==> src/bmp_pkg.sv <==
// Shared types and constants of the BMP pixel row decoder.
// Used by bmp_unpack and bmp_pixel_row_decoder; no dependencies.
`default_nettype none

package bmp_pkg;

  localparam int unsigned IdxW = 24;

  typedef enum logic [2:0] {
    CfgMode32   = 3'd0,
    CfgWidth    = 3'd1,
    CfgHeight   = 3'd2,
    CfgBottomUp = 3'd3,
    CfgMaskRed  = 3'd4,
    CfgMaskGrn  = 3'd5,
    CfgMaskBlu  = 3'd6,
    CfgMaskAlp  = 3'd7
  } cfg_reg_e;

  typedef struct packed {
    logic [31:0] mask;
    logic [4:0]  shift;
  } chan_cfg_t;

  typedef struct packed {
    chan_cfg_t alpha;
    chan_cfg_t red;
    chan_cfg_t green;
    chan_cfg_t blue;
  } chan_set_t;

  localparam logic [31:0] MaskRedRst = 32'h00FF_0000;
  localparam logic [31:0] MaskGrnRst = 32'h0000_FF00;
  localparam logic [31:0] MaskBluRst = 32'h0000_00FF;
  localparam logic [31:0] MaskAlpRst = 32'hFF00_0000;

  // position of the lowest set bit, 0 for an empty mask
  function automatic logic [4:0] low_bit_pos(input logic [31:0] m);
    logic [4:0] p;
    p = 5'd0;
    for (int i = 31; i >= 0; i--) begin
      if (m[i]) p = 5'(i);
    end
    return p;
  endfunction

endpackage

`default_nettype wire

==> src/bmp_unpack.sv <==
// Pixel unpacking: 24-bit BGR bytes or a 32-bit bit-field word to ARGB.
// Depends on bmp_pkg for the channel mask types.
`default_nettype none

module bmp_unpack (
  input  wire logic              mode_32bit_i,
  input  wire logic [23:0]       partial_word_i,
  input  wire logic [7:0]        pixel_byte_i,
  input  wire bmp_pkg::chan_set_t chan_i,
  output logic [31:0]            pixel_argb_o
);

  logic [31:0] word;

  function automatic logic [7:0] extract(input logic [31:0] w, input bmp_pkg::chan_cfg_t c);
    logic [31:0] sh;
    sh = (w & c.mask) >> c.shift;
    return (c.mask == 32'd0) ? 8'd0 : sh[7:0];
  endfunction

  assign word = {pixel_byte_i, partial_word_i};

  always_comb begin
    if (mode_32bit_i) begin
      pixel_argb_o = {extract(word, chan_i.alpha), extract(word, chan_i.red),
                      extract(word, chan_i.green), extract(word, chan_i.blue)};
    end else begin
      pixel_argb_o = {8'd0, pixel_byte_i, partial_word_i[15:0]};
    end
  end

endmodule

`default_nettype wire

==> src/bmp_pixel_row_decoder.sv <==
// Top level of the BMP pixel row decoder: byte assembly, padding skip, row flip.
// Depends on bmp_pkg and bmp_unpack.
`default_nettype none

// Takes one pixel-array byte per clock on the input channel whenever the
// output register is empty or being drained in the same cycle, and delivers
// one ARGB pixel with its top-down destination index on every third (24-bit)
// or fourth (32-bit) data byte; row pad bytes are consumed without a result.
// Each byte's work runs in a single pass from the decoder state to the output
// register. The user must write configuration through the write port only
// while no image is in progress; the block does not enforce this. Masks,
// width and height take effect on the next byte.
module bmp_pixel_row_decoder #(
  parameter int unsigned MAX_WIDTH  = 4096,
  parameter int unsigned MAX_HEIGHT = 4096
) (
  input  wire logic        clk_i,
  input  wire logic        rst_ni,
  input  wire logic        cfg_we_i,
  input  wire logic [2:0]  cfg_index_i,
  input  wire logic [31:0] cfg_wdata_i,
  input  wire logic        in_valid_i,
  output logic             in_ready_o,
  input  wire logic [7:0]  pixel_byte_i,
  output logic             out_valid_o,
  input  wire logic        out_ready_i,
  output logic [31:0]      pixel_argb_o,
  output logic [23:0]      dest_index_o,
  output logic             end_of_image_o
);

  localparam int unsigned WW   = $clog2(MAX_WIDTH + 1);
  localparam int unsigned HW   = $clog2(MAX_HEIGHT + 1);
  localparam int unsigned IdxW = bmp_pkg::IdxW;

  logic               mode_q, bottom_up_q;
  logic [WW-1:0]      w_q;
  logic [HW-1:0]      h_q;
  bmp_pkg::chan_set_t chan_q;

  logic [1:0]         phase_q, phase_d;
  logic [23:0]        partial_q, partial_d;
  logic [WW-1:0]      col_q, col_d, col_next;
  logic [HW-1:0]      row_q, row_d, row_next;
  logic [1:0]         pad_q, pad_d;
  logic [IdxW-1:0]    row_base_q, row_base_d;

  logic               out_valid_q;
  logic [31:0]        argb_q;
  logic [IdxW-1:0]    dest_q;
  logic               end_q;

  logic               accept;
  logic               res_valid, res_end;
  logic [IdxW-1:0]    res_dest;
  logic [31:0]        res_argb;
  logic [1:0]         last;
  logic [31:0]        wr_dim;
  logic [WW-1:0]      wr_w;
  logic [HW-1:0]      wr_h;
  logic [HW+WW-1:0]   prod;
  logic [HW+WW+23:0]  prod_ext;
  logic [IdxW-1:0]    start_base;

  // ---------------------------------------------------------------- config
  assign wr_dim = {19'd0, cfg_wdata_i[12:0]};
  assign wr_w = (wr_dim == 32'd0) ? WW'(1) :
                (wr_dim > 32'(MAX_WIDTH)) ? WW'(MAX_WIDTH) : WW'(wr_dim);
  assign wr_h = (wr_dim == 32'd0) ? HW'(1) :
                (wr_dim > 32'(MAX_HEIGHT)) ? HW'(MAX_HEIGHT) : HW'(wr_dim);

  always_ff @(posedge clk_i or negedge rst_ni) begin
    if (!rst_ni) begin
      mode_q            <= 1'b0;
      w_q               <= WW'(1);
      h_q               <= HW'(1);
      bottom_up_q       <= 1'b1;
      chan_q.red.mask   <= bmp_pkg::MaskRedRst;
      chan_q.red.shift  <= 5'd16;
      chan_q.green.mask <= bmp_pkg::MaskGrnRst;
      chan_q.green.shift <= 5'd8;
      chan_q.blue.mask  <= bmp_pkg::MaskBluRst;
      chan_q.blue.shift <= 5'd0;
      chan_q.alpha.mask <= bmp_pkg::MaskAlpRst;
      chan_q.alpha.shift <= 5'd24;
    end else if (cfg_we_i) begin
      unique case (bmp_pkg::cfg_reg_e'(cfg_index_i))
        bmp_pkg::CfgMode32:   mode_q <= cfg_wdata_i[0];
        bmp_pkg::CfgWidth:    w_q <= wr_w;
        bmp_pkg::CfgHeight:   h_q <= wr_h;
        bmp_pkg::CfgBottomUp: bottom_up_q <= cfg_wdata_i[0];
        bmp_pkg::CfgMaskRed:  chan_q.red <= '{cfg_wdata_i, bmp_pkg::low_bit_pos(cfg_wdata_i)};
        bmp_pkg::CfgMaskGrn:  chan_q.green <= '{cfg_wdata_i, bmp_pkg::low_bit_pos(cfg_wdata_i)};
        bmp_pkg::CfgMaskBlu:  chan_q.blue <= '{cfg_wdata_i, bmp_pkg::low_bit_pos(cfg_wdata_i)};
        bmp_pkg::CfgMaskAlp:  chan_q.alpha <= '{cfg_wdata_i, bmp_pkg::low_bit_pos(cfg_wdata_i)};
        default: ;
      endcase
    end
  end

  // ---------------------------------------------------------------- datapath
  bmp_unpack u_unpack (
    .mode_32bit_i   (mode_q),
    .partial_word_i (partial_q),
    .pixel_byte_i   (pixel_byte_i),
    .chan_i         (chan_q),
    .pixel_argb_o   (res_argb)
  );

  assign in_ready_o = !out_valid_q || out_ready_i;
  assign accept     = in_valid_i && in_ready_o;
  assign last       = mode_q ? 2'd3 : 2'd2;
  assign prod       = (h_q - HW'(1)) * w_q;
  assign prod_ext   = {24'd0, prod};
  assign start_base = bottom_up_q ? prod_ext[IdxW-1:0] : '0;
  assign col_next   = col_q + WW'(1);
  assign row_next   = row_q + HW'(1);
  assign res_dest   = row_base_q + IdxW'(col_q);

  always_comb begin
    phase_d    = phase_q;
    partial_d  = partial_q;
    col_d      = col_q;
    row_d      = row_q;
    pad_d      = pad_q;
    row_base_d = row_base_q;
    res_valid  = 1'b0;
    res_end    = 1'b0;
    if (accept) begin
      if (pad_q != 2'd0) begin
        pad_d = pad_q - 2'd1;
      end else begin
        if (phase_q == 2'd0 && col_q == '0 && row_q == '0) begin
          row_base_d = start_base;
        end
        if (phase_q < last) begin
          partial_d = partial_q | (24'(pixel_byte_i) << {phase_q, 3'b000});
          phase_d   = phase_q + 2'd1;
        end else begin
          res_valid = 1'b1;
          phase_d   = 2'd0;
          partial_d = '0;
          if (col_next >= w_q) begin
            col_d = '0;
            pad_d = mode_q ? 2'd0 : 2'(w_q);
            if (row_next >= h_q) begin
              row_d   = '0;
              res_end = 1'b1;
            end else begin
              row_d      = row_next;
              row_base_d = bottom_up_q ? row_base_q - IdxW'(w_q)
                                       : row_base_q + IdxW'(w_q);
            end
          end else begin
            col_d = col_next;
          end
        end
      end
    end
  end

  always_ff @(posedge clk_i or negedge rst_ni) begin
    if (!rst_ni) begin
      phase_q     <= 2'd0;
      partial_q   <= '0;
      col_q       <= '0;
      row_q       <= '0;
      pad_q       <= 2'd0;
      row_base_q  <= '0;
      out_valid_q <= 1'b0;
    end else begin
      phase_q    <= phase_d;
      partial_q  <= partial_d;
      col_q      <= col_d;
      row_q      <= row_d;
      pad_q      <= pad_d;
      row_base_q <= row_base_d;
      if (res_valid) begin
        out_valid_q <= 1'b1;
      end else if (out_ready_i) begin
        out_valid_q <= 1'b0;
      end
    end
  end

  always_ff @(posedge clk_i) begin
    if (res_valid) begin
      argb_q <= res_argb;
      dest_q <= res_dest;
      end_q  <= res_end;
    end
  end

  assign out_valid_o    = out_valid_q;
  assign pixel_argb_o   = argb_q;
  assign dest_index_o   = dest_q;
  assign end_of_image_o = end_q;

`ifndef SYNTH
  a_pad_between_pixels: assert property (@(posedge clk_i) disable iff (!rst_ni)
    pad_q != 2'd0 |-> phase_q == 2'd0)
    else $error("pad skip pending inside a pixel");

  a_pad_no_result: assert property (@(posedge clk_i) disable iff (!rst_ni)
    accept && pad_q != 2'd0 |=> out_valid_q == $past(out_valid_q && !out_ready_i))
    else $error("pad byte produced a result");

  a_eoi_counters_clear: assert property (@(posedge clk_i) disable iff (!rst_ni)
    out_valid_q && end_q |-> row_q == '0 && col_q == '0)
    else $error("counters not cleared after final pixel");
`endif

endmodule

`default_nettype wire
==> config.mk <==
export PLATFORM = sky130hd
export DESIGN_NAME = bmp_pixel_row_decoder
export DESIGN_NICKNAME = d
export VERILOG_FILES = /design/src/bmp_pkg.sv /design/src/bmp_unpack.sv /design/src/bmp_pixel_row_decoder.sv
export SDC_FILE = /design/constraint.sdc
export NUM_CORES = 1
export LEC_CHECK = 0
export BUFFER_PORTS_ARGS = -buffer_cell sky130_fd_sc_hd__buf_2
export CORE_AREA = 2 2 216 218
export CTS_BUF_LIST = sky130_fd_sc_hd__clkbuf_2 sky130_fd_sc_hd__clkbuf_4 sky130_fd_sc_hd__clkbuf_8
export CTS_CLUSTER_DIAMETER = 40
export DETAILED_ROUTE_END_ITERATION = 16
export DIE_AREA = 0 0 218 220
export GPL_TIMING_DRIVEN = 0
export PLACE_DENSITY_LB_ADDON = 0.1
export SYNTH_ARGS = -nofsm -noshare
export SYNTH_HDL_FRONTEND = slang
export SYNTH_SLANG_ARGS = --single-unit
==> constraint.sdc <==
create_clock -name clk_i -period 6.1 [get_ports clk_i]
set_input_delay 0.61 -clock clk_i [delete_from_list [all_inputs] [get_ports clk_i]]
set_output_delay 0.61 -clock clk_i [all_outputs]
set_load 0.02 [all_outputs]
# Word-level counts from Yosys, hierarchy flattened
# Cells that the tools add are included.
totals:
  ff_bits: 312
  inputBits: 48
  output_inout_bits: 59
  wordCells: 149
op_classes:
  addsub: 8
  n_mul: 1
  magnitude_cmp: 4
  eq_ne: 8
  shifts: 5
  n_mux: 59
  bitwise_logic: 10
  n_reduce_logical: 31
op_table:
  columns: ["operator", "n"]
  rows:
  - ["24-bit two-way mux", 8]
  - ["32-bit zero test", 5]
  - ["5-bit two-way mux", 32]
  - ["32-bit AND", 4]
  - ["32-bit by 5-bit right shift with 8-bit output", 4]
  - ["13-bit two-way mux", 4]
  - ["24-bit by 13-bit adder with 24-bit output", 2]
  - ["13-bit by 1-bit adder with 13-bit output (second input constant)", 2]
  - ["13-bit greater-or-equal comparator", 2]
  - ["13-bit zero test", 2]
  - ["14-bit by 14-bit multiplier with 24-bit output", 1]
  - ["8-bit two-way mux", 3]
  - ["24-bit bitwise OR", 1]
  - ["8-bit by 5-bit << shifter with 24-bit output", 1]
  - ["24-bit by 13-bit subtractor with 24-bit output", 1]
  - ["2-bit AND reduction", 9]
  - ["13-bit by 1-bit subtractor with 14-bit output (second input constant)", 1]
  - ["13-bit > comparator (second input constant)", 1]
  - ["3-bit == test (second input constant)", 4]
  - ["2-bit two-way mux", 5]
  - ["1-bit two-way mux", 7]
  - ["3-bit by 2-bit == test with 1-bit output (second input constant)", 2]
  - ["3-bit AND reduction", 2]
  - ["2-bit nonzero test", 3]
  - ["14 further kinds", 20]

# Longest topological paths before layout
# Gate-level depths: netlist of the first run.
depth:
  depth_word: 32
  mapped_depth: 28

# Modules after synthesis
# From an unflattened synthesis of the first run, not the netlist that was laid out.
unflattened:
  hier_cells: 3079
  hier_area_um2: 27767.9
modules_own_cells:
  columns: ["module", "n_inst", "cells_per_inst", "area_each_um2"]
  rows:
  - ["bmp_pixel_row_decoder", 1, 2148, 21489.4]
  - ["bmp_unpack", 1, 931, 6278.5]

# Worst setup path after synthesis of the first run
# No wires, ideal clock.
synth_timing:
  path_kind: "register to register"
  startpoint: "register h_q[5]"
  endpoint: "register row_base_q[22]"
  arrival_time_ns: 6.486
  path_slack_ns: -0.524
  stages_incl_launch_ff: 26
  path_buffers: 1
  synth_period_minus_slack_ns: 6.624
  cell_sequence: "dfrtp_1 > nor4_4 > nand3_4 > nor3_1 > xnor2_1 > clkbuf_1 > and2_1 > fa_1 > inv_1 > fa_1 > inv_1 > fa_1 > fa_1 > fa_1 > inv_1 > fa_1 > inv_1 > ha_1 > a21o_1 > a21o_1 > a21o_1 > a21o_1 > a221oi_1 > a21oi_1 > xnor2_1 > o221ai_1"
synth_via:
  elab_chain_len: 7
  word_cells_on_any_way: 8
synth_rtl:
  columns: ["item", "line", "rtl"]
  rows:
  - ["start, declared", "bmp_pixel_row_decoder.sv:38", "logic [HW-1:0] h_q;"]
  - ["start signal, assigned", "bmp_pixel_row_decoder.sv:90", "bmp_pkg::CfgHeight: h_q <= wr_h;"]
  - ["13-bit by 1-bit subtractor with 14-bit output", "bmp_pixel_row_decoder.sv:113", "assign prod = (h_q - HW'(1)) * w_q;"]
  - ["14-bit by 14-bit multiplier with 24-bit output", "bmp_pixel_row_decoder.sv:113", null]
  - ["24-bit two-way mux", "bmp_pixel_row_decoder.sv:115", "assign start_base = bottom_up_q ? prod_ext[IdxW-1:0] : '0;"]
  - ["24-bit two-way mux", "bmp_pixel_row_decoder.sv:133", "if (phase_q == 2'd0 && col_q == '0 && row_q == '0) begin"]
  - ["24-bit two-way mux", "bmp_pixel_row_decoder.sv:146", "if (row_next >= h_q) begin"]
  - ["24-bit two-way mux", "bmp_pixel_row_decoder.sv:143", "if (col_next >= w_q) begin"]
  - ["24-bit two-way mux (*)", "bmp_pixel_row_decoder.sv:136", "if (phase_q < last) begin"]
  - ["end signal, assigned", "bmp_pixel_row_decoder.sv:177", "row_base_q <= row_base_d;"]
  - ["end, declared", "bmp_pixel_row_decoder.sv:46", "logic [IdxW-1:0] row_base_q, row_base_d;"]
# Mark *: on every way between the ends. The rest lies on a longest branch, timed or not.
# A chain may end at the register's enable or synchronous reset.

# Worst setup path after layout of the first run
layout_timing:
  startpoint: "register h_q[4]"
  endpoint: "register row_base_q[23]"
# The elaborated chain is that of the path after synthesis.

==> results.cfg, run 1 <==
[synth]
synthDistinctLibCells = 67
async_reset_ff_frac = 0.817
synth_area_mm2 = 0.0267
syn_avg_cell_area_um2 = 8.80
yosysWarningCount = 0
ys_ff_latch = 312
synth_edf_count = 57
ys_seq_area_frac = 0.305
synth.net_count = 3372
synthCells = 3037
synthFlopType = dfrtp_1

[setup_path]
crit_arrival_ns = 7.42
path_class = flip-flop to flip-flop
critical_path.max_fanout = 7
crit_path_end_kind = flip-flop
rr_worst_depth = 25
worstPathRequired_ns = 6.61
timing.rr.end = row_base_q[23]
r2r_start = h_q[4]
cp-start-kind = flip-flop
reg2reg_slack_ns = -0.81

[die]
initial_core_util = 0.583
core_mm2 = 0.0459
die_h_um = 220
die_area_mm2 = 0.0480
num_io_pins = 107
num_rows = 79
chipWidth_um = 218

[pwr]
internal_power_mw = 8.22
p_leak_nw = 13.4
power_frac_clock = 0.159
seq_power_share = 0.206
peakVddDrop_v = 0.00116
p_sw_mw = 7.37
p_comb_frac = 0.635
swShare = 0.473
p_per_area_mw_per_mm2 = 507

[outcome]
violations = negative setup slack
status = complete, but fails checks

[route]
vias_per_cell = 6.21
drt.antenna.violating_nets = 0
wirelength_um = 90800
vias = 24400
wl_per_cell_um = 23.1
first_pass_iters = 6
drt_iter0_markers = 2176
drc = 0

[timing]
tns_ns = -7.37
post-route-period-util = 1.13
slew_headroom = 0.0613
rsz0062_at_grt = true
finalSetupViolCount = 12
finalCriticalPeriod_ns = 6.91
maxSlewViolCount = 0
clock_skew_ns = 0.0466
final-hold-violation-count = 0
worst-slew-pin-transition_ns = 1.40
fmax_mhz = 145
worst_slack_ns = -0.813

[grt]
grt_max_degree = 128
use_met1 = 0.466
grt_pass1_vias = 24000
busiest_layer = met2
grt_util_met3 = 0.0654
overflow = 0
grt_pass1_wl_um = 137000
global_route.usage.met2 = 0.621
track_usage = 0.379
antenna_found_initial = 0

[finish]
final_nets = 3600
drive_gt1_frac = 0.174
synthToLayoutAreaGrowth_pct = 15.2
diodes = 0
design_area_mm2 = 0.0308

[min_path]
holdPathStages = 3
hp-class = primary input to flip-flop
worstHoldStart = cfg_wdata_i[16]
min_to = chan_q[95]

[flow_run]
max-cap-violations = 0

[clocking]
clk_pin_slew_ns = 0.06
cts_buffers = 66
clk_latency_ns = 0.65
clock_sinks = 312
cts-htree-levels = 3
root_buffer = clkbuf_8
cts_tree = built
clk_path_buf_depth = 3

[place]
post-dp-hpwl_um = 66900
placed_area_mm2 = 0.0283
numPortBuffers = 102
place.gp.congestion = 0.960
==> sequential cells by signal, indices dropped and copies added, names as in the netlist <==
| signal | flops |
|---|---|
| w_q | 13 |
| phase_q | 2 |
| pixel_argb_o | 32 |
| mode_q | 1 |
| bottom_up_q | 1 |
| h_q | 13 |
| row_base_q | 24 |
| chan_q | 148 |
| row_q | 13 |
| partial_q | 24 |
| dest_index_o | 24 |
| col_q | 13 |
| pad_q | 2 |
| end_of_image_o | 1 |
| out_valid_o | 1 |
==> placed cells by master, fill, tap and decap left out, drive strengths merged, types with 17 or more instances in the layout <==
cell type,instances
nand2,477
o21ai,286
inv,273
clkbuf,247
dfrtp,216
buf,189
nor2,181
fa,157
nand3,149
ha,130
a21oi,111
mux2,89
xnor2,84
mux2i,71
and2,62
edfxtp,57
nor4,50
mux4,39
dfstp,39
xor2,36
nand2b,33
a21o,31
a22o,27
nor3,27
o211ai,22
nor2b,21
a31oi,18
o31ai,18
nand4,17
==> cell usage after synthesis (8+ instances only) <==
cell type | count | area share
nand2_1 | 476 | 0.067
o21ai_0 | 283 | 0.053
inv_1 | 268 | 0.038
dfrtp_1 | 216 | 0.20
nor2_1 | 181 | 0.025
fa_1 | 157 | 0.12
clkbuf_1 | 153 | 0.021
nand3_1 | 148 | 0.028
ha_1 | 130 | 0.061
a21oi_1 | 111 | 0.021
mux2_2 | 89 | 0.038
xnor2_1 | 83 | 0.027
mux2i_1 | 71 | 0.027
and2_1 | 62 | 0.015
edfxtp_1 | 57 | 0.064
nor4_1 | 49 | 0.011
dfstp_2 | 39 | 0.038
mux4_2 | 39 | 0.033
xor2_1 | 36 | 0.012
nand2b_1 | 33 | 0.0077
a21o_1 | 31 | 0.0087
a22o_1 | 27 | 0.0089
nor3_1 | 26 | 0.0049
buf_1 | 22 | 0.0031
o211ai_1 | 22 | 0.0062
nor2b_1 | 21 | 0.0049
a31oi_1 | 18 | 0.0042
o31ai_1 | 18 | 0.0051
nand4_1 | 17 | 0.0040
and3_1 | 15 | 0.0035
a22oi_1 | 13 | 0.0037
o21a_1 | 12 | 0.0034
o21bai_1 | 10 | 0.0028
nand3b_1 | 9 | 0.0025
o221ai_1 | 8 | 0.0026
o22ai_1 | 8 | 0.0019
o2bb2ai_1 | 8 | 0.0026
==> power groups by stage <==
stage / Sequential (mW) / Combinational, mW / Clock (mW)
floorplan: 3.12 / 5.89 / 0
global placement: 3.21 / 8.09 / 0
detailed placement: 3.22 / 8.35 / 0
CTS: 3.19 / 9.36 / 2.50
global route: 3.27 / 10.7 / 2.60
finish: 3.22 / 9.91 / 2.47
==> through the flow <==
step                      cells  utilization  hold WS (ns)  power [mW]  setup slack [ns]
after CTS                  3905        0.665         0.237        15.1            -0.690
final                      3925        0.671         0.262        15.6            -0.813
after global routing       3925        0.671         0.275        16.6             -1.02
after detailed placement   3749        0.616         0.468        11.6             -1.42
after global placement     3746        0.614         0.462        11.3             -1.32
after floorplan            3037            -         0.314        9.00            -0.180
==> per-layer routing <==
metal	up-vias	part of all wire
li1	10900	-
met4	0	0.068
met3	337	0.080
met2	1248	0.47
met1	11900	0.38
met5	-	0
==> final cells by class <==
cell class / instances / area [um^2]
clock inverters: 25 / 255
inverters: 271 / 1020
plain buffers: 181 / 790
fillers: 3750 / 15100
clock buffers: 96 / 1200
multi-input cells: 2273 / 17600
well taps: 607 / 759
flip-flops and latches: 312 / 8140
repair buffers: 160 / 1040
==> how the worst max path moves through the flow <==
stage | from | cells after the start | slack [ns] | endpoint
5_1_grt | h_q[5] | 26 | -1.02 | row_base_q[23]
2_1_floorplan | h_q[3] | 25 | -0.18 | row_base_q[22]
3_3_place_gp | h_q[0] | 24 | -1.32 | row_base_q[23]
6_report | h_q[4] | 25 | -0.81 | row_base_q[23]
4_1_cts | h_q[5] | 26 | -0.69 | row_base_q[23]
3_5_place_dp | h_q[0] | 24 | -1.42 | row_base_q[23]
==> worst max-delay path, cell delays in order (launching register included) <==
cell and delay (ns):
dfrtp_1 0.42, nor4_4 0.27, buf_6 0.17, nand2_2 0.09, xnor2_2 0.31, clkbuf_8 0.23, buf_4 0.11, nand2_1 0.06
fa_1 0.50, inv_1 0.05, fa_1 0.51, fa_1 0.59, fa_2 0.43, fa_1 0.49, inv_1 0.05, fa_1 0.50
inv_1 0.10, ha_4 0.26, a21o_1 0.18, a21o_1 0.19, a21oi_2 0.14, o211ai_1 0.16, a41oi_4 0.28, o21ai_4 0.11
xnor2_2 0.19, a221o_1 0.35
==> logic make-up after synthesis <==
kind of cell | count (synthesis) | synth area share
AOI/OAI and AO/OA | 602 | 0.134
xor gates and xnor gates | 120 | 0.0396
adders and majority gates | 287 | 0.178
buffers and inverters | 452 | 0.0638
DFF | 312 | 0.305
muxes | 199 | 0.0970
and+or+nand+nor | 1065 | 0.183
==> repair_timing <==
item,in CTS,in global routing
hold endpoints to repair,61,0
setup buffers,35,19
resized for setup,102,26
cloned,0,1
endpoints found under the setup margin,18,17
pin swaps,35,26
hold buffers,1,0
No activity file was read; power rests on OpenSTA's default activity.
==> run 2: changes to the inputs <==
--- a/config.mk
+++ b/config.mk
@@ -5,12 +5,12 @@
 export SDC_FILE = /design/constraint.sdc
 export NUM_CORES = 1
 export LEC_CHECK = 0
+export ABC_CLOCK_PERIOD_IN_PS = 6600
 export BUFFER_PORTS_ARGS = -buffer_cell sky130_fd_sc_hd__buf_2
-export CORE_AREA = 2 2 216 218
-export CTS_BUF_LIST = sky130_fd_sc_hd__clkbuf_2 sky130_fd_sc_hd__clkbuf_4 sky130_fd_sc_hd__clkbuf_8
+export CORE_AREA = 2 2 215 217
 export CTS_CLUSTER_DIAMETER = 40
 export DETAILED_ROUTE_END_ITERATION = 16
-export DIE_AREA = 0 0 218 220
+export DIE_AREA = 0 0 217 219
 export GPL_TIMING_DRIVEN = 0
 export PLACE_DENSITY_LB_ADDON = 0.1
 export SYNTH_ARGS = -nofsm -noshare
==> constraint.sdc (replaced) <==
create_clock -name clk_i -period 6.6 [get_ports clk_i]
set_input_delay 0.66 -clock clk_i [delete_from_list [all_inputs] [get_ports clk_i]]
set_output_delay 0.66 -clock clk_i [all_outputs]
set_load 0.02 [all_outputs]
==> run 2 against run 1 <==
Compared with the run above:
- the run ends with max-capacitance violations, negative setup slack left
- largest cell class unchanged
- clock skew fell by 0.0093 ns
- global-route usage rose by 0.54 points
- routed wire length rose by 0.88%
- flip-flop and latch count did not move
- critical endpoint unchanged
- register-to-register slack improved by 0.29 ns
- sequential share of layout area fell by 0.32 points
- fmax fell by 2.9%
==> results.cfg, run 2 (synthesis gave the netlist of run 1 again) <==
[outcome]
status = complete, but fails checks
violations = max-capacitance violations, negative setup slack

[pwr]
seq_power_share = 0.195
p_per_area_mw_per_mm2 = 489
power_frac_clock = 0.202
peakVddDrop_v = 0.00104
internal_power_mw = 8.11
p_comb_frac = 0.603
p_sw_mw = 7.12
p_leak_nw = 13.6
swShare = 0.467

[route]
wl_per_cell_um = 23.5
wirelength_um = 91600
drt.antenna.violating_nets = 0
drc = 0
vias_per_cell = 6.29
drt_iter0_markers = 2569
vias = 24500
first_pass_iters = 6

[setup_path]
path_class = flip-flop to flip-flop
cp-start-kind = flip-flop
crit_arrival_ns = 7.61
crit_path_end_kind = flip-flop
worstPathRequired_ns = 7.09
critical_path.max_fanout = 4

[grt]
track_usage = 0.384
grt_pass1_wl_um = 139000
antenna_found_initial = 1
overflow = 0
grt_max_degree = 120
grt_pass1_vias = 24400

[die]
num_io_pins = 107
die_h_um = 219
initial_core_util = 0.593
chipWidth_um = 217
core_mm2 = 0.0451
num_rows = 78
die_area_mm2 = 0.0475

[clocking]
cts-htree-levels = 2
root_buffer = clkbuf_16
cts_tree = built
cts_buffers = 56
clk_latency_ns = 0.62
clock_sinks = 312
clk_path_buf_depth = 3
clk_pin_slew_ns = 0.06

[finish]
n_fill_cell = 3541
final_common_cell = nand2_1
regMostFlops = chan_q
largest_reg_flops = 148
layout_common_cells = nand2_1, o21ai_0, inv_1
synthToLayoutAreaGrowth_pct = 16.6
drive_gt1_frac = 0.165
final_nets = 3581
design_area_mm2 = 0.0312
diodes = 0

[timing]
slew_headroom = 0.00852
fmax_mhz = 140
finalSetupViolCount = 10
post-route-period-util = 1.08
worst-slew-pin-transition_ns = 1.47
rsz0062_at_grt = true
worst_slack_ns = -0.520
whs_ns = 0.356
maxSlewViolCount = 0
finalCriticalPeriod_ns = 7.12
clock_skew_ns = 0.0374
final-hold-violation-count = 0

[place]
post-dp-hpwl_um = 66800
place.gp.congestion = 1.00
numPortBuffers = 102
placed_area_mm2 = 0.0281

[flow_run]
max-cap-violations = 1

[min_path]
hp-class = primary input to flip-flop
## run 2: cell count changes in the layout (fill, tap and decap cells not counted), sizes merged
cell	delta
inv	+21
buf	-10
clkinvlp	-2
clkinv	-5
bufinv	+1
clkbuf	-29
## run 2: path summary, 6_finish.rpt
kind                              from              to  slack (ns)  depth (start not counted)
setup / recovery                h_q[4]  row_base_q[23]       -0.52                         27
hold / removal             out_ready_i     out_valid_o        0.36                          3
setup reg to reg                h_q[4]  row_base_q[23]       -0.52                         27
hold reg to reg             chan_q[95]      chan_q[95]        0.48                          2
max in group asynchronous       rst_ni      chan_q[51]        4.57                          4
min in group asynchronous       rst_ni      chan_q[49]        0.59                          2
## run 2: repair_timing
action,4_1_cts,5_1_grt
pin swaps,40,52
endpoints found under the setup margin,13,12
hold buffers,1,0
gates resized for setup,114,41
setup buffers,31,15
endpoints found under the hold margin,6,0
## run 2: metrics by stage
stage	setup slack [ns]	power [mW]	instances	TNS [ns]	utilization
after floorplan	0.000687	7.94	3037	0	-
after global placement	-1.36	10.0	3739	-10.0	0.621
after detailed placement	-1.43	10.2	3741	-10.68	0.622
after CTS	-0.307	14.4	3879	-1.52	0.685
after global routing	-0.682	16.1	3894	-5.27	0.691
final	-0.520	15.2	3894	-3.84	0.691
## run 2: worst max-delay path, cell delays in order (launching register included)
cell and delay (ns):
dfrtp_2 0.42, nor4_4 0.35, buf_4 0.20, nand3_4 0.12, nor2_4 0.16, xnor2_2 0.12
clkbuf_8 0.16, and2_4 0.15, fa_1 0.51, inv_2 0.04, fa_1 0.54, inv_2 0.05
fa_1 0.58, fa_1 0.46, fa_1 0.54, inv_2 0.05, fa_1 0.56, inv_2 0.06
ha_4 0.24, buf_4 0.16, and3_4 0.19, and3_4 0.17, nand3_1 0.09, o211ai_1 0.17
a41oi_4 0.29, o21ai_4 0.12, xnor2_2 0.18, a221o_1 0.33
## run 2: metal layers
metal  GRT usage  vias up  share of wire
met5           0        -        0.00014
met4       0.239        2          0.070
met3      0.0676      360          0.083
met2       0.639     1321           0.47
met1       0.466    12000           0.37
li1            -    10800              -
## run 2: final cells by class
class	count	area, um^2	share of cell area
inverter	271	1020	0.0326
clock inverter	40	490	0.0157
buffer	181	769	0.0247
multi-input combinational	2273	17500	0.562
timing repair buffer	151	958	0.0308
clock buffer	66	1520	0.0488
sequential	312	8150	0.261
tap	600	751	0.0241
## run 2: power groups by stage
stage	clock network, mW	registers (mW)	logic (mW)
global route	3.17	3.01	9.87
finish	3.08	2.97	9.17
global placement	0	2.96	7.04
floorplan	0	2.88	5.06
CTS	3.09	2.95	8.39
detailed placement	0	2.97	7.27
